File: config.mk
export PLATFORM = sky130hd
export DESIGN_NAME = voxel_ray_dda_walker_unit
export DESIGN_NICKNAME = d
export VERILOG_FILES = /design/src/hw/rtl/vrdw_pkg.sv /design/src/hw/rtl/vrdw_arith.sv /design/src/hw/rtl/voxel_ray_dda_walker_unit.sv
export SDC_FILE = /design/constraint.sdc
export NUM_CORES = 2
export LEC_CHECK = 0
export BUFFER_PORTS_ARGS = -buffer_cell sky130_fd_sc_hd__buf_2
export CAP_MARGIN = 40
export CORE_ASPECT_RATIO = 0.5
export CORE_MARGIN = 2
export CORE_UTILIZATION = 64
export DETAILED_ROUTE_END_ITERATION = 12
export PLACE_DENSITY = 0.83
export SLEW_MARGIN = 20
export SYNTH_ARGS = -nofsm -noshare
export SYNTH_HDL_FRONTEND = slang
export SYNTH_SLANG_ARGS = --single-unit
File: constraint.sdc
create_clock -name i_clk -period 11.1 [get_ports i_clk]
set_clock_uncertainty 0.1 [all_clocks]
set_input_delay 0 -clock i_clk [delete_from_list [all_inputs] [get_ports i_clk]]
set_output_delay 0 -clock i_clk [all_outputs]
set_load 0.01 [all_outputs]
File: src/hw/rtl/vrdw_pkg.sv
// shared types and constants for the voxel ray dda walker
package vrdw_pkg;

    localparam int DEF_FRAC_BITS     = 16;
    localparam int DEF_MATERIAL_BITS = 16;
    localparam int DIR_W             = 20;
    localparam int SUM_W             = 2 * DIR_W;
    localparam int MAT_W             = 16;
    localparam logic [31:0] INF32    = 32'hFFFF_FFFF;

    typedef enum logic [1:0] {
        KIND_QUERY  = 2'd0,
        KIND_HIT    = 2'd1,
        KIND_MISS   = 2'd2,
        KIND_REJECT = 2'd3
    } t_kind;

    typedef enum logic {
        ARITH_DIV  = 1'b0,
        ARITH_SQRT = 1'b1
    } t_arith_op;

    typedef struct packed {
        logic      start;
        t_arith_op op;
    } t_arith_req;

    typedef struct packed {
        logic busy;
        logic done;
    } t_arith_rsp;

    typedef enum logic [2:0] {
        ST_IDLE,
        ST_SQSUM,
        ST_SQRT,
        ST_LIMIT,
        ST_CROSS,
        ST_SPACE,
        ST_REPLY
    } t_state;

endpackage

File: src/hw/rtl/vrdw_arith.sv
// shared bit-serial divider and square root unit
module vrdw_arith #(
    parameter int FRAC_BITS = vrdw_pkg::DEF_FRAC_BITS
) (
    input  logic                        i_clk,
    input  logic                        i_rst_n,
    input  vrdw_pkg::t_arith_req        i_req,
    input  logic [33+FRAC_BITS-1:0]     i_num,
    input  logic [vrdw_pkg::DIR_W-1:0]  i_den,
    output vrdw_pkg::t_arith_rsp        o_rsp,
    output logic [31:0]                 o_result
);

    localparam int NW = 33 + FRAC_BITS;
    localparam int RW = vrdw_pkg::DIR_W + 4;
    localparam int CW = $clog2(NW + 1);
    localparam int SW = vrdw_pkg::SUM_W;

    logic [NW-1:0]               r_a, n_a;
    logic [RW-1:0]               r_rem, n_rem;
    logic [vrdw_pkg::DIR_W-1:0]  r_den, n_den;
    logic [vrdw_pkg::DIR_W-1:0]  r_root, n_root;
    logic [CW-1:0]               r_cnt, n_cnt;
    logic                        r_busy, n_busy;
    logic                        r_done, n_done;
    vrdw_pkg::t_arith_op         r_op, n_op;

    logic [RW-1:0] shifted;
    logic [RW-1:0] trial;
    logic [RW:0]   diff;
    logic          ge;

    always_comb begin
        if (r_op == vrdw_pkg::ARITH_DIV) begin
            shifted = {r_rem[RW-2:0], r_a[NW-1]};
            trial   = RW'(r_den);
        end else begin
            shifted = {r_rem[RW-3:0], r_a[NW-1:NW-2]};
            trial   = RW'({r_root, 2'b01});
        end
        diff = {1'b0, shifted} - {1'b0, trial};
        ge   = !diff[RW];
    end

    always_comb begin
        n_a    = r_a;
        n_rem  = r_rem;
        n_den  = r_den;
        n_root = r_root;
        n_cnt  = r_cnt;
        n_busy = r_busy;
        n_op   = r_op;
        n_done = 1'b0;
        if (i_req.start) begin
            n_op   = i_req.op;
            n_rem  = '0;
            n_root = '0;
            n_den  = i_den;
            n_busy = 1'b1;
            if (i_req.op == vrdw_pkg::ARITH_DIV) begin
                n_a   = i_num;
                n_cnt = CW'(NW);
            end else begin
                n_a   = {i_num[SW-1:0], {(NW-SW){1'b0}}};
                n_cnt = CW'(vrdw_pkg::DIR_W);
            end
        end else if (r_busy) begin
            n_rem = ge ? diff[RW-1:0] : shifted;
            if (r_op == vrdw_pkg::ARITH_DIV) begin
                n_a = {r_a[NW-2:0], ge};
            end else begin
                n_a    = {r_a[NW-3:0], 2'b00};
                n_root = {r_root[vrdw_pkg::DIR_W-2:0], ge};
            end
            n_cnt = r_cnt - CW'(1);
            if (r_cnt == CW'(1)) begin
                n_busy = 1'b0;
                n_done = 1'b1;
            end
        end
    end

    always_ff @(posedge i_clk) begin
        if (!i_rst_n) begin
            r_busy <= 1'b0;
            r_done <= 1'b0;
            r_cnt  <= '0;
            r_op   <= vrdw_pkg::ARITH_DIV;
        end else begin
            r_busy <= n_busy;
            r_done <= n_done;
            r_cnt  <= n_cnt;
            r_op   <= n_op;
        end
        r_a    <= n_a;
        r_rem  <= n_rem;
        r_den  <= n_den;
        r_root <= n_root;
    end

    always_comb begin
        o_rsp.busy = r_busy;
        o_rsp.done = r_done;
        if (r_op == vrdw_pkg::ARITH_DIV) begin
            o_result = (|r_a[NW-1:32]) ? vrdw_pkg::INF32 : r_a[31:0];
        end else begin
            o_result = 32'(r_root);
        end
    end

endmodule

File: src/hw/rtl/voxel_ray_dda_walker_unit.sv
// voxel ray dda walker top level: setup sequencer and voxel stepping
// A start word (tuser 0) sets up a ray and, after setup, returns a query word for the
// voxel holding the origin, or instead a reject word if its direction is zero. While a
// walk is active, each reply word (tuser 1) with the queried material returns a hit,
// the next query or a miss; a reply word outside a walk is dropped. Setup runs on one
// shared bit-serial unit: the squared length, the square root, one division for the
// limit, then a crossing and a spacing division per axis with nonzero direction (a zero
// axis skips both). An accepted reply steps or computes the hit with one 32x20 multiply.
// The input is not ready while setup runs, a reply is computed or a result word waits.
module voxel_ray_dda_walker_unit #(
    parameter int FRAC_BITS     = vrdw_pkg::DEF_FRAC_BITS,
    parameter int MATERIAL_BITS = vrdw_pkg::DEF_MATERIAL_BITS
) (
    input  logic         i_clk,
    input  logic         i_rst_n,
    input  logic         i_cfg_wr_en,
    input  logic [15:0]  i_cfg_wr_data,   // air_code
    input  logic         i_s_tvalid,
    output logic         o_s_tready,
    // origin_x, origin_y, origin_z, dir_x, dir_y, dir_z, max_distance, material, zero pad
    input  logic [207:0] i_s_tdata,
    input  logic         i_s_tuser,       // mode
    output logic         o_m_tvalid,
    input  logic         i_m_tready,
    // voxel_x, voxel_y, voxel_z, normal_x, normal_y, normal_z, hit_distance,
    // hit_material, zero pad
    output logic [103:0] o_m_tdata,
    output logic [1:0]   o_m_tuser        // kind
);

    localparam int NW = 33 + FRAC_BITS;
    localparam int DW = vrdw_pkg::DIR_W;
    localparam int SW = vrdw_pkg::SUM_W;
    localparam logic [15:0] MAT_MASK = (MATERIAL_BITS >= 16) ? 16'hFFFF :
                                       16'((32'd1 << MATERIAL_BITS) - 32'd1);
    localparam logic [FRAC_BITS:0] ONE = (FRAC_BITS+1)'(1) << FRAC_BITS;

    vrdw_pkg::t_state r_state, n_state;

    logic [15:0]          r_air;
    logic [15:0]          r_cell [3], n_cell [3];
    logic [1:0]           r_sign [3], n_sign [3];
    logic [1:0]           r_norm [3], n_norm [3];
    logic [31:0]          r_nc [3],   n_nc [3];
    logic [31:0]          r_sp [3],   n_sp [3];
    logic [DW-1:0]        r_dir [3],  n_dir [3];
    logic [FRAC_BITS-1:0] r_frac [3], n_frac [3];
    logic [31:0]          r_maxd, n_maxd;
    logic [SW-1:0]        r_sum, n_sum;
    logic [DW-1:0]        r_len, n_len;
    logic [31:0]          r_param, n_param;
    logic [31:0]          r_limit, n_limit;
    logic [15:0]          r_mat, n_mat;
    logic [1:0]           r_ax, n_ax;
    logic                 r_walk, n_walk;
    logic                 r_issued, n_issued;
    logic                 r_ovalid, n_ovalid;
    vrdw_pkg::t_kind      r_okind, n_okind;
    logic [31:0]          r_odist, n_odist;
    logic [15:0]          r_omat, n_omat;

    vrdw_pkg::t_arith_req arith_req;
    vrdw_pkg::t_arith_rsp arith_rsp;
    logic [NW-1:0]        arith_num;
    logic [DW-1:0]        arith_den;
    logic [31:0]          arith_res;

    logic          s_acc;
    logic          dir_zero;
    logic [DW-1:0] cur_dir;
    logic [DW-1:0] cur_abs;
    logic          cur_zero;
    logic [2*DW-1:0] sq;
    logic [FRAC_BITS:0] cross_num;
    logic [1:0]    step_ax;
    logic [31:0]   new_param;
    logic [32:0]   nc_sum;
    logic [31:0]   nc_sat;
    logic [51:0]   prod;
    logic [51:0]   prod_sh;
    logic          is_hit;

    assign s_acc      = i_s_tvalid && o_s_tready;
    assign o_s_tready = (r_state == vrdw_pkg::ST_IDLE) && !r_ovalid;
    assign dir_zero   = (i_s_tdata[115:96] == '0) && (i_s_tdata[135:116] == '0) &&
                        (i_s_tdata[155:136] == '0);

    assign cur_dir  = r_dir[r_ax];
    assign cur_abs  = cur_dir[DW-1] ? DW'(-cur_dir) : cur_dir;
    assign cur_zero = (cur_dir == '0);
    assign sq       = (2*DW)'($signed(cur_dir)) * (2*DW)'($signed(cur_dir));
    assign cross_num = cur_dir[DW-1] ? (FRAC_BITS+1)'(r_frac[r_ax]) :
                                      ONE - (FRAC_BITS+1)'(r_frac[r_ax]);

    always_comb begin
        if (r_nc[0] <= r_nc[1] && r_nc[0] <= r_nc[2]) begin
            step_ax = 2'd0;
        end else if (r_nc[1] <= r_nc[2]) begin
            step_ax = 2'd1;
        end else begin
            step_ax = 2'd2;
        end
    end

    assign new_param = r_nc[step_ax];
    assign nc_sum    = {1'b0, r_nc[step_ax]} + {1'b0, r_sp[step_ax]};
    assign nc_sat    = (r_nc[step_ax] == vrdw_pkg::INF32 || r_sp[step_ax] == vrdw_pkg::INF32 ||
                        nc_sum[32]) ? vrdw_pkg::INF32 : nc_sum[31:0];
    assign prod      = 52'(r_param) * 52'(r_len);
    assign prod_sh   = prod >> FRAC_BITS;
    assign is_hit    = (r_mat & MAT_MASK) != (r_air & MAT_MASK);

    always_comb begin
        arith_req.start = 1'b0;
        arith_req.op    = vrdw_pkg::ARITH_DIV;
        arith_num       = NW'({r_maxd, {FRAC_BITS{1'b0}}});
        arith_den       = r_len;
        unique case (r_state)
            vrdw_pkg::ST_SQRT: begin
                arith_req.start = !r_issued;
                arith_req.op    = vrdw_pkg::ARITH_SQRT;
                arith_num       = NW'(r_sum);
            end
            vrdw_pkg::ST_LIMIT: begin
                arith_req.start = !r_issued;
            end
            vrdw_pkg::ST_CROSS: begin
                arith_req.start = !r_issued && !cur_zero;
                arith_num       = NW'({cross_num, {FRAC_BITS{1'b0}}});
                arith_den       = cur_abs;
            end
            vrdw_pkg::ST_SPACE: begin
                arith_req.start = !r_issued;
                arith_num       = NW'(1) << (2 * FRAC_BITS);
                arith_den       = cur_abs;
            end
            default: begin
                arith_req.start = 1'b0;
            end
        endcase
    end

    vrdw_arith #(
        .FRAC_BITS (FRAC_BITS)
    ) u_arith (
        .i_clk    (i_clk),
        .i_rst_n  (i_rst_n),
        .i_req    (arith_req),
        .i_num    (arith_num),
        .i_den    (arith_den),
        .o_rsp    (arith_rsp),
        .o_result (arith_res)
    );

    always_comb begin
        n_state = r_state;
        unique case (r_state)
            vrdw_pkg::ST_IDLE: begin
                if (s_acc && !i_s_tuser && !dir_zero) begin
                    n_state = vrdw_pkg::ST_SQSUM;
                end else if (s_acc && i_s_tuser && r_walk) begin
                    n_state = vrdw_pkg::ST_REPLY;
                end
            end
            vrdw_pkg::ST_SQSUM: begin
                if (r_ax == 2'd2) n_state = vrdw_pkg::ST_SQRT;
            end
            vrdw_pkg::ST_SQRT: begin
                if (arith_rsp.done) n_state = vrdw_pkg::ST_LIMIT;
            end
            vrdw_pkg::ST_LIMIT: begin
                if (arith_rsp.done) n_state = vrdw_pkg::ST_CROSS;
            end
            vrdw_pkg::ST_CROSS: begin
                if (cur_zero) begin
                    n_state = (r_ax == 2'd2) ? vrdw_pkg::ST_IDLE : vrdw_pkg::ST_CROSS;
                end else if (arith_rsp.done) begin
                    n_state = vrdw_pkg::ST_SPACE;
                end
            end
            vrdw_pkg::ST_SPACE: begin
                if (arith_rsp.done) begin
                    n_state = (r_ax == 2'd2) ? vrdw_pkg::ST_IDLE : vrdw_pkg::ST_CROSS;
                end
            end
            vrdw_pkg::ST_REPLY: begin
                n_state = vrdw_pkg::ST_IDLE;
            end
            default: begin
                n_state = vrdw_pkg::ST_IDLE;
            end
        endcase
    end

    always_comb begin
        n_cell   = r_cell;
        n_sign   = r_sign;
        n_norm   = r_norm;
        n_nc     = r_nc;
        n_sp     = r_sp;
        n_dir    = r_dir;
        n_frac   = r_frac;
        n_maxd   = r_maxd;
        n_sum    = r_sum;
        n_len    = r_len;
        n_param  = r_param;
        n_limit  = r_limit;
        n_mat    = r_mat;
        n_ax     = r_ax;
        n_walk   = r_walk;
        n_issued = r_issued;
        n_okind  = r_okind;
        n_odist  = r_odist;
        n_omat   = r_omat;
        n_ovalid = r_ovalid && !i_m_tready;
        if (arith_req.start) n_issued = 1'b1;
        if (arith_rsp.done)  n_issued = 1'b0;
        unique case (r_state)
            vrdw_pkg::ST_IDLE: begin
                if (s_acc && !i_s_tuser) begin
                    n_walk  = 1'b0;
                    n_maxd  = i_s_tdata[187:156];
                    n_sum   = '0;
                    n_ax    = 2'd0;
                    n_param = '0;
                    for (int k = 0; k < 3; k++) begin
                        n_cell[k] = 16'($signed(i_s_tdata[32*k +: 32]) >>> FRAC_BITS);
                        n_frac[k] = i_s_tdata[32*k +: FRAC_BITS];
                        n_dir[k]  = i_s_tdata[96 + DW*k +: DW];
                        n_norm[k] = 2'b00;
                    end
                    if (dir_zero) begin
                        n_ovalid = 1'b1;
                        n_okind  = vrdw_pkg::KIND_REJECT;
                        n_odist  = '0;
                        n_omat   = '0;
                    end
                end else if (s_acc && i_s_tuser) begin
                    n_mat = i_s_tdata[203:188];
                end
            end
            vrdw_pkg::ST_SQSUM: begin
                n_sum = r_sum + SW'(sq);
                n_ax  = (r_ax == 2'd2) ? 2'd0 : r_ax + 2'd1;
            end
            vrdw_pkg::ST_SQRT: begin
                if (arith_rsp.done) n_len = arith_res[DW-1:0];
            end
            vrdw_pkg::ST_LIMIT: begin
                if (arith_rsp.done) n_limit = arith_res;
            end
            vrdw_pkg::ST_CROSS: begin
                if (cur_zero) begin
                    n_sign[r_ax] = 2'b00;
                    n_nc[r_ax]   = vrdw_pkg::INF32;
                    n_sp[r_ax]   = vrdw_pkg::INF32;
                end else begin
                    n_sign[r_ax] = cur_dir[DW-1] ? 2'b11 : 2'b01;
                    if (arith_rsp.done) n_nc[r_ax] = arith_res;
                end
            end
            vrdw_pkg::ST_SPACE: begin
                if (arith_rsp.done) n_sp[r_ax] = arith_res;
            end
            vrdw_pkg::ST_REPLY: begin
                if (is_hit) begin
                    n_walk   = 1'b0;
                    n_ovalid = 1'b1;
                    n_okind  = vrdw_pkg::KIND_HIT;
                    n_odist  = (|prod_sh[51:32]) ? vrdw_pkg::INF32 : prod_sh[31:0];
                    n_omat   = r_mat;
                end else begin
                    n_cell[step_ax] = r_cell[step_ax] + {{14{r_sign[step_ax][1]}},
                                                         r_sign[step_ax]};
                    n_param     = new_param;
                    n_nc[step_ax] = nc_sat;
                    for (int k = 0; k < 3; k++) n_norm[k] = 2'b00;
                    n_norm[step_ax] = 2'(-r_sign[step_ax]);
                    n_ovalid = 1'b1;
                    n_odist  = '0;
                    n_omat   = '0;
                    if (new_param == vrdw_pkg::INF32 || new_param > r_limit) begin
                        n_walk  = 1'b0;
                        n_okind = vrdw_pkg::KIND_MISS;
                    end else begin
                        n_okind = vrdw_pkg::KIND_QUERY;
                    end
                end
            end
            default: begin
                n_walk = r_walk;
            end
        endcase
        if ((r_state == vrdw_pkg::ST_CROSS && cur_zero) ||
            (r_state == vrdw_pkg::ST_SPACE && arith_rsp.done)) begin
            if (r_ax == 2'd2) begin
                n_ax     = 2'd0;
                n_walk   = 1'b1;
                n_ovalid = 1'b1;
                n_okind  = vrdw_pkg::KIND_QUERY;
                n_odist  = '0;
                n_omat   = '0;
            end else begin
                n_ax = r_ax + 2'd1;
            end
        end
    end

    always_ff @(posedge i_clk) begin
        if (!i_rst_n) begin
            r_state  <= vrdw_pkg::ST_IDLE;
            r_air    <= '0;
            r_walk   <= 1'b0;
            r_issued <= 1'b0;
            r_ovalid <= 1'b0;
            r_ax     <= 2'd0;
            r_param  <= '0;
            r_limit  <= '0;
            r_len    <= '0;
            for (int k = 0; k < 3; k++) begin
                r_cell[k] <= '0;
                r_sign[k] <= '0;
                r_norm[k] <= '0;
                r_nc[k]   <= '0;
                r_sp[k]   <= '0;
            end
        end else begin
            r_state  <= n_state;
            r_walk   <= n_walk;
            r_issued <= n_issued;
            r_ovalid <= n_ovalid;
            r_ax     <= n_ax;
            r_param  <= n_param;
            r_limit  <= n_limit;
            r_len    <= n_len;
            r_cell   <= n_cell;
            r_sign   <= n_sign;
            r_norm   <= n_norm;
            r_nc     <= n_nc;
            r_sp     <= n_sp;
            if (i_cfg_wr_en) r_air <= i_cfg_wr_data;
        end
        r_dir   <= n_dir;
        r_frac  <= n_frac;
        r_maxd  <= n_maxd;
        r_sum   <= n_sum;
        r_mat   <= n_mat;
        r_okind <= n_okind;
        r_odist <= n_odist;
        r_omat  <= n_omat;
    end

    logic show_pos;
    assign show_pos = (r_okind == vrdw_pkg::KIND_QUERY) || (r_okind == vrdw_pkg::KIND_HIT);

    assign o_m_tvalid = r_ovalid;
    assign o_m_tuser  = r_okind;
    assign o_m_tdata  = {2'b00, r_omat, r_odist,
                         show_pos ? r_norm[2] : 2'b00,
                         show_pos ? r_norm[1] : 2'b00,
                         show_pos ? r_norm[0] : 2'b00,
                         show_pos ? r_cell[2] : 16'h0000,
                         show_pos ? r_cell[1] : 16'h0000,
                         show_pos ? r_cell[0] : 16'h0000};

endmodule

==> reports/qor.yml, run 1 <==
grt_usage_pct: 55.8
error: "[ERROR GRT-0116] Global routing finished with congestion. Check the congestion regions in the DRC Viewer."
synth-compound-area-share_pct: 11.5
async_reset_ff_share_pct: 0
cts_num_sinks: 727
fp.dieH_um: 243
grt.overflow.total: 66
synthCells: 7991
rows: 87
clockBufferDepth: 3
root_buffer: "clkbuf_16"
place.gp.congestion: 0.988
boundaryPins: 338
status: "stopped before the end"
postCtsSetupRepairBufs: 0
start_util_pct: 64.8
die_w_um: 482
ys_ff_latch: 727
synth_xor_area_share_pct: 2.37
grt_start_max_net_pins: 84
dp_hpwl_um: 162000
synth_top_family_by_area: "adder cells"
ys_seq_area_share_pct: 23.5
muxShareOfSynthArea_pct: 3.51
synth-edff-count: 265
syn_area_mm2: 0.0732
portBuffers: 331
ys.flop_type: "dfxtp_1"
yosysWarnings: 0
grt_pass1_vias: 73700
avgSynthCellArea_um2: 9.16
htreeDepth: 3
synthAdderAreaFrac_pct: 35.1
cts_made_buffers: 71
ys_types: 95
grt_pass1_wl_um: 480000
lastStage: "global routing"
synth_simple_gate_area_share_pct: 15.1
Yosys cell counts (36+ instances only):
library cell | number | area share, %
inv_1 | 1249 | 6.4
fa_1 | 974 | 27
nor2_1 | 803 | 4.1
nand2_1 | 753 | 3.9
ha_1 | 494 | 8.4
dfxtp_1 | 462 | 13
a21oi_1 | 397 | 2.7
clkbuf_1 | 343 | 1.8
and2_1 | 317 | 2.7
edfxtp_1 | 265 | 11
o21ai_0 | 197 | 1.3
mux2i_1 | 188 | 2.6
a211oi_1 | 137 | 1.4
xnor2_1 | 127 | 1.5
a221o_1 | 124 | 1.7
nor2b_1 | 92 | 0.79
nand3_1 | 83 | 0.57
a22oi_1 | 81 | 0.83
a21o_1 | 79 | 0.81
nand4_1 | 77 | 0.66
xor2_1 | 71 | 0.85
nor3_1 | 69 | 0.47
mux2_2 | 55 | 0.85
buf_2 | 49 | 0.33
nor4_1 | 40 | 0.34
nand2b_1 | 36 | 0.31
logic make-up after synthesis:
logic type | Yosys count
fa+ha+maj | 1468
simple gates | 2392
xor+xnor | 198
other cells | 1
buf+inv | 1697
compound gates | 1261
flops | 727
mux | 247
metal layers:
metal	global-route usage, %	overflow
met2	71.8	21
met3	40.9	3
met1	59.5	5
met4	44.2	36
met5	23.4	1
through the flow:
step | worst slack (ns) | cells | instance area (um^2) | util [%] | hold slack (ns)
3_5_place_dp | 1.62 | 9556 | 76600 | 67.7 | 0.0782
3_3_place_gp | 1.69 | 9510 | 76000 | 67.2 | 0.0774
4_1_cts | 1.51 | 10100 | 83300 | 73.7 | 0.0161
2_1_floorplan | 1.79 | 7992 | 73200 | - | -0.00113
timing repair:
action | 4_1_cts
resized for setup | 0
hold buffers | 426
hold endpoints to repair | 271
==> inputs of run 2 (changes only) <==
--- a/config.mk
+++ b/config.mk
@@ -7,11 +7,10 @@
 export LEC_CHECK = 0
 export BUFFER_PORTS_ARGS = -buffer_cell sky130_fd_sc_hd__buf_2
 export CAP_MARGIN = 40
-export CORE_ASPECT_RATIO = 0.5
 export CORE_MARGIN = 2
-export CORE_UTILIZATION = 64
+export CORE_UTILIZATION = 40
 export DETAILED_ROUTE_END_ITERATION = 12
-export PLACE_DENSITY = 0.83
+export PLACE_DENSITY_LB_ADDON = 0.15
 export SLEW_MARGIN = 20
 export SYNTH_ARGS = -nofsm -noshare
 export SYNTH_HDL_FRONTEND = slang
==> run 2 against run 1 <==
The run now ends clean. Area after synthesis is the same. Synthesized cell count stayed put.
==> reports/qor.yml, run 2 <==
cts_num_sinks: 727  # unchanged
cts_tree: "built"
yosysMostFrequentCell: "inv_1"  # unchanged
grt_pass1_vias: 61800
path_clk_slew_ns: 0.06
cts_resized: 0  # unchanged
yosysTopAreaCellShare_pct: 26.6  # unchanged
ys_types: 95  # unchanged
dp_hpwl_um: 177000  # was 162,000 um
finalSetupViolations: 0
instances_no_fill: 11100
synthCells: 7991  # unchanged
async_reset_ff_share_pct: 0  # unchanged
dieArea_mm2: 0.187
crit_family: "adder cells"
fin_nets: 10300
syn_area_mm2: 0.0732  # unchanged
relSlewSlack_pct: 36.7
area_growth_pct: 16.6
grt_pass1_wl_um: 366000
cp_max_fo: 21
cpMaxStageDelayCell: "nor2b_4"
ys_ff_latch: 727  # unchanged
period_minus_slack_ns: 9.45
htreeDepth: 3  # unchanged
worst_setup_path_end_kind: "flop"
avgSynthCellArea_um2: 9.16  # unchanged
synth-edff-count: 265  # unchanged
grt.overflow.total: 0
start_util_pct: 40.1  # was 64.8%
final_common_cell: "inv_1"
layout-drive-gt1-share_pct: 9.40
setup_tns_ns: 0
cp_num_buf_inv: 6
grt_start_max_net_pins: 149
placed_area_mm2: 0.0780  # was 0.0766 mm^2
place_inst: 10400  # was 9,556
portBuffers: 331  # unchanged
final_cell_mix: "inv_1 (1,246), fa_1 (974), nor2_1 (801)"
required_ns: 11.49
worstPathArrival_ns: 9.84
ys.flop_type: "dfxtp_1"  # unchanged
tightest_slew_ns: 0.950
synth_top_area_cell: "fa_1"  # unchanged
antenna_found_initial: 18
reg_top3: "r_nc (96), r_sp (96), r_dir (60)"
fp.dieH_um: 432  # was 243 um
antenna_left: 0
fillerInstances: 17300
cp_slowest_stage_delay_ns: 0.63
clkLatencyLatePin_ns: 0.74
cap_violations: 0
root_buffer: "clkbuf_16"  # unchanged
boundaryPins: 338  # unchanged
synth_area_leaders: "fa_1 (27%), dfxtp_1 (13%), edfxtp_1 (11%)"  # unchanged
design_area_mm2: 0.0854
hold_viol: 0
post-route-drc-count: 0
rows: 157  # was 87
max_freq_mhz: 106
post-route-period-util_pct: 85.1
clockBufferDepth: 3  # unchanged
ys_seq_area_share_pct: 23.5  # unchanged
slew_viol_final: 0
die_w_um: 432  # was 482 um
min_path_type: "primary input to flop"
first_pass_iters: 6
grt_usage_pct: 25.5
yosysWarnings: 0  # unchanged
synth_commonest_cells: "inv_1 (1,249), fa_1 (974), nor2_1 (803), nand2_1 (753), ha_1 (494)"  # unchanged
crit_type: "flop to flop"
vias: 59200
detail_route.wl_per_cell_um: 21.4
core_area_mm2: 0.182
status: "complete, no violations"  # was stopped before the end
routed_wirelength_um: 237000
rsz0062_at_grt: "no"
vias_per_cell: 5.36
place.gp.congestion: 0.875  # was 0.988
drt_iter0_drc: 4093
cts_made_buffers: 83  # was 71
start_kind: "flop"
## run 2: cell counts after synthesis
Identical to the previous run, type by type.
## run 2: worst paths after layout
kind	startpoint	endpoint	slack (ns)	depth (start not counted)
setup / recovery	r_ax[1]	r_sum[28]	1.65	29
hold reg to reg	r_limit[23]	r_limit[23]	0.36	2
hold / removal	i_s_tdata[90]	r_cell[10]	0.06	4
setup reg to reg	r_ax[1]	r_sum[28]	1.65	29
## run 2: cell families (layout without fill, tap and decap cells)
kind of cell / count (synthesis) / count (layout) / synth area share, %
AOI/OAI and AO/OA: 1261 / 1261 / 11.5
and+or+nand+nor: 2392 / 2392 / 15.1
muxes: 247 / 247 / 3.51
buffers and inverters: 1697 / 2367 / 8.91
adders and majority gates: 1468 / 1468 / 35.1
other: 1 / 17 / 0.00512
DFF: 727 / 727 / 23.5
xor gates and xnor gates: 198 / 198 / 2.37
## run 2: layout make-up
class                           count  area (um^2)  area share, %
Multi-Input combinational cell   5568        49600           58.1
Timing Repair Buffer              962         7980           9.34
Clock inverter                     34          450          0.528
Antenna cell                       15         37.5         0.0440
Tap cell                         2385         2980           3.50
Inverter                         1255         4730           5.54
Sequential cell                   727        17200           20.2
Clock buffer                      116         2330           2.73
## run 2: repair_timing
action	in CTS	in global routing
hold buffers	442	0
setup buffers	0	0
hold endpoints to repair	271	0
## run 2: worst min-delay path: cells and delay by family
| kind | cells | cell delay, ns |
|---|---|---|
| and+or+nand+nor | 1 | 0.13 |
| buffers and inverters | 2 | 0.63 |
| AOI/OAI and AO/OA | 1 | 0.07 |
## run 2: through the flow
stage | hold WS, ns | util, % | worst slack [ns]
4_1_cts | 0.00255 | 46.7 | 1.74
6_report | 0.0562 | 46.8 | 1.65
5_1_grt | 0.0860 | 46.8 | 1.20
3_3_place_gp | 0.0783 | 42.3 | 1.73
3_5_place_dp | 0.0783 | 42.7 | 1.75
2_1_floorplan | -0.00113 | - | 1.79
## run 2: per-layer routing
layer | vias to the layer above | global-route usage, % | routed length (um)
met2 | 1620 | 43.6 | 116000
met5 | - | 0 | 0
li1 | 27300 | - | -
met4 | 0 | 9.26 | 8850
met3 | 400 | 2.45 | 11300
met1 | 29900 | 33.5 | 101000
Power of run 2 is left out: the tool's default activity adds up to more than one toggle a clock period on the data nets, which glitch-free logic cannot reach.
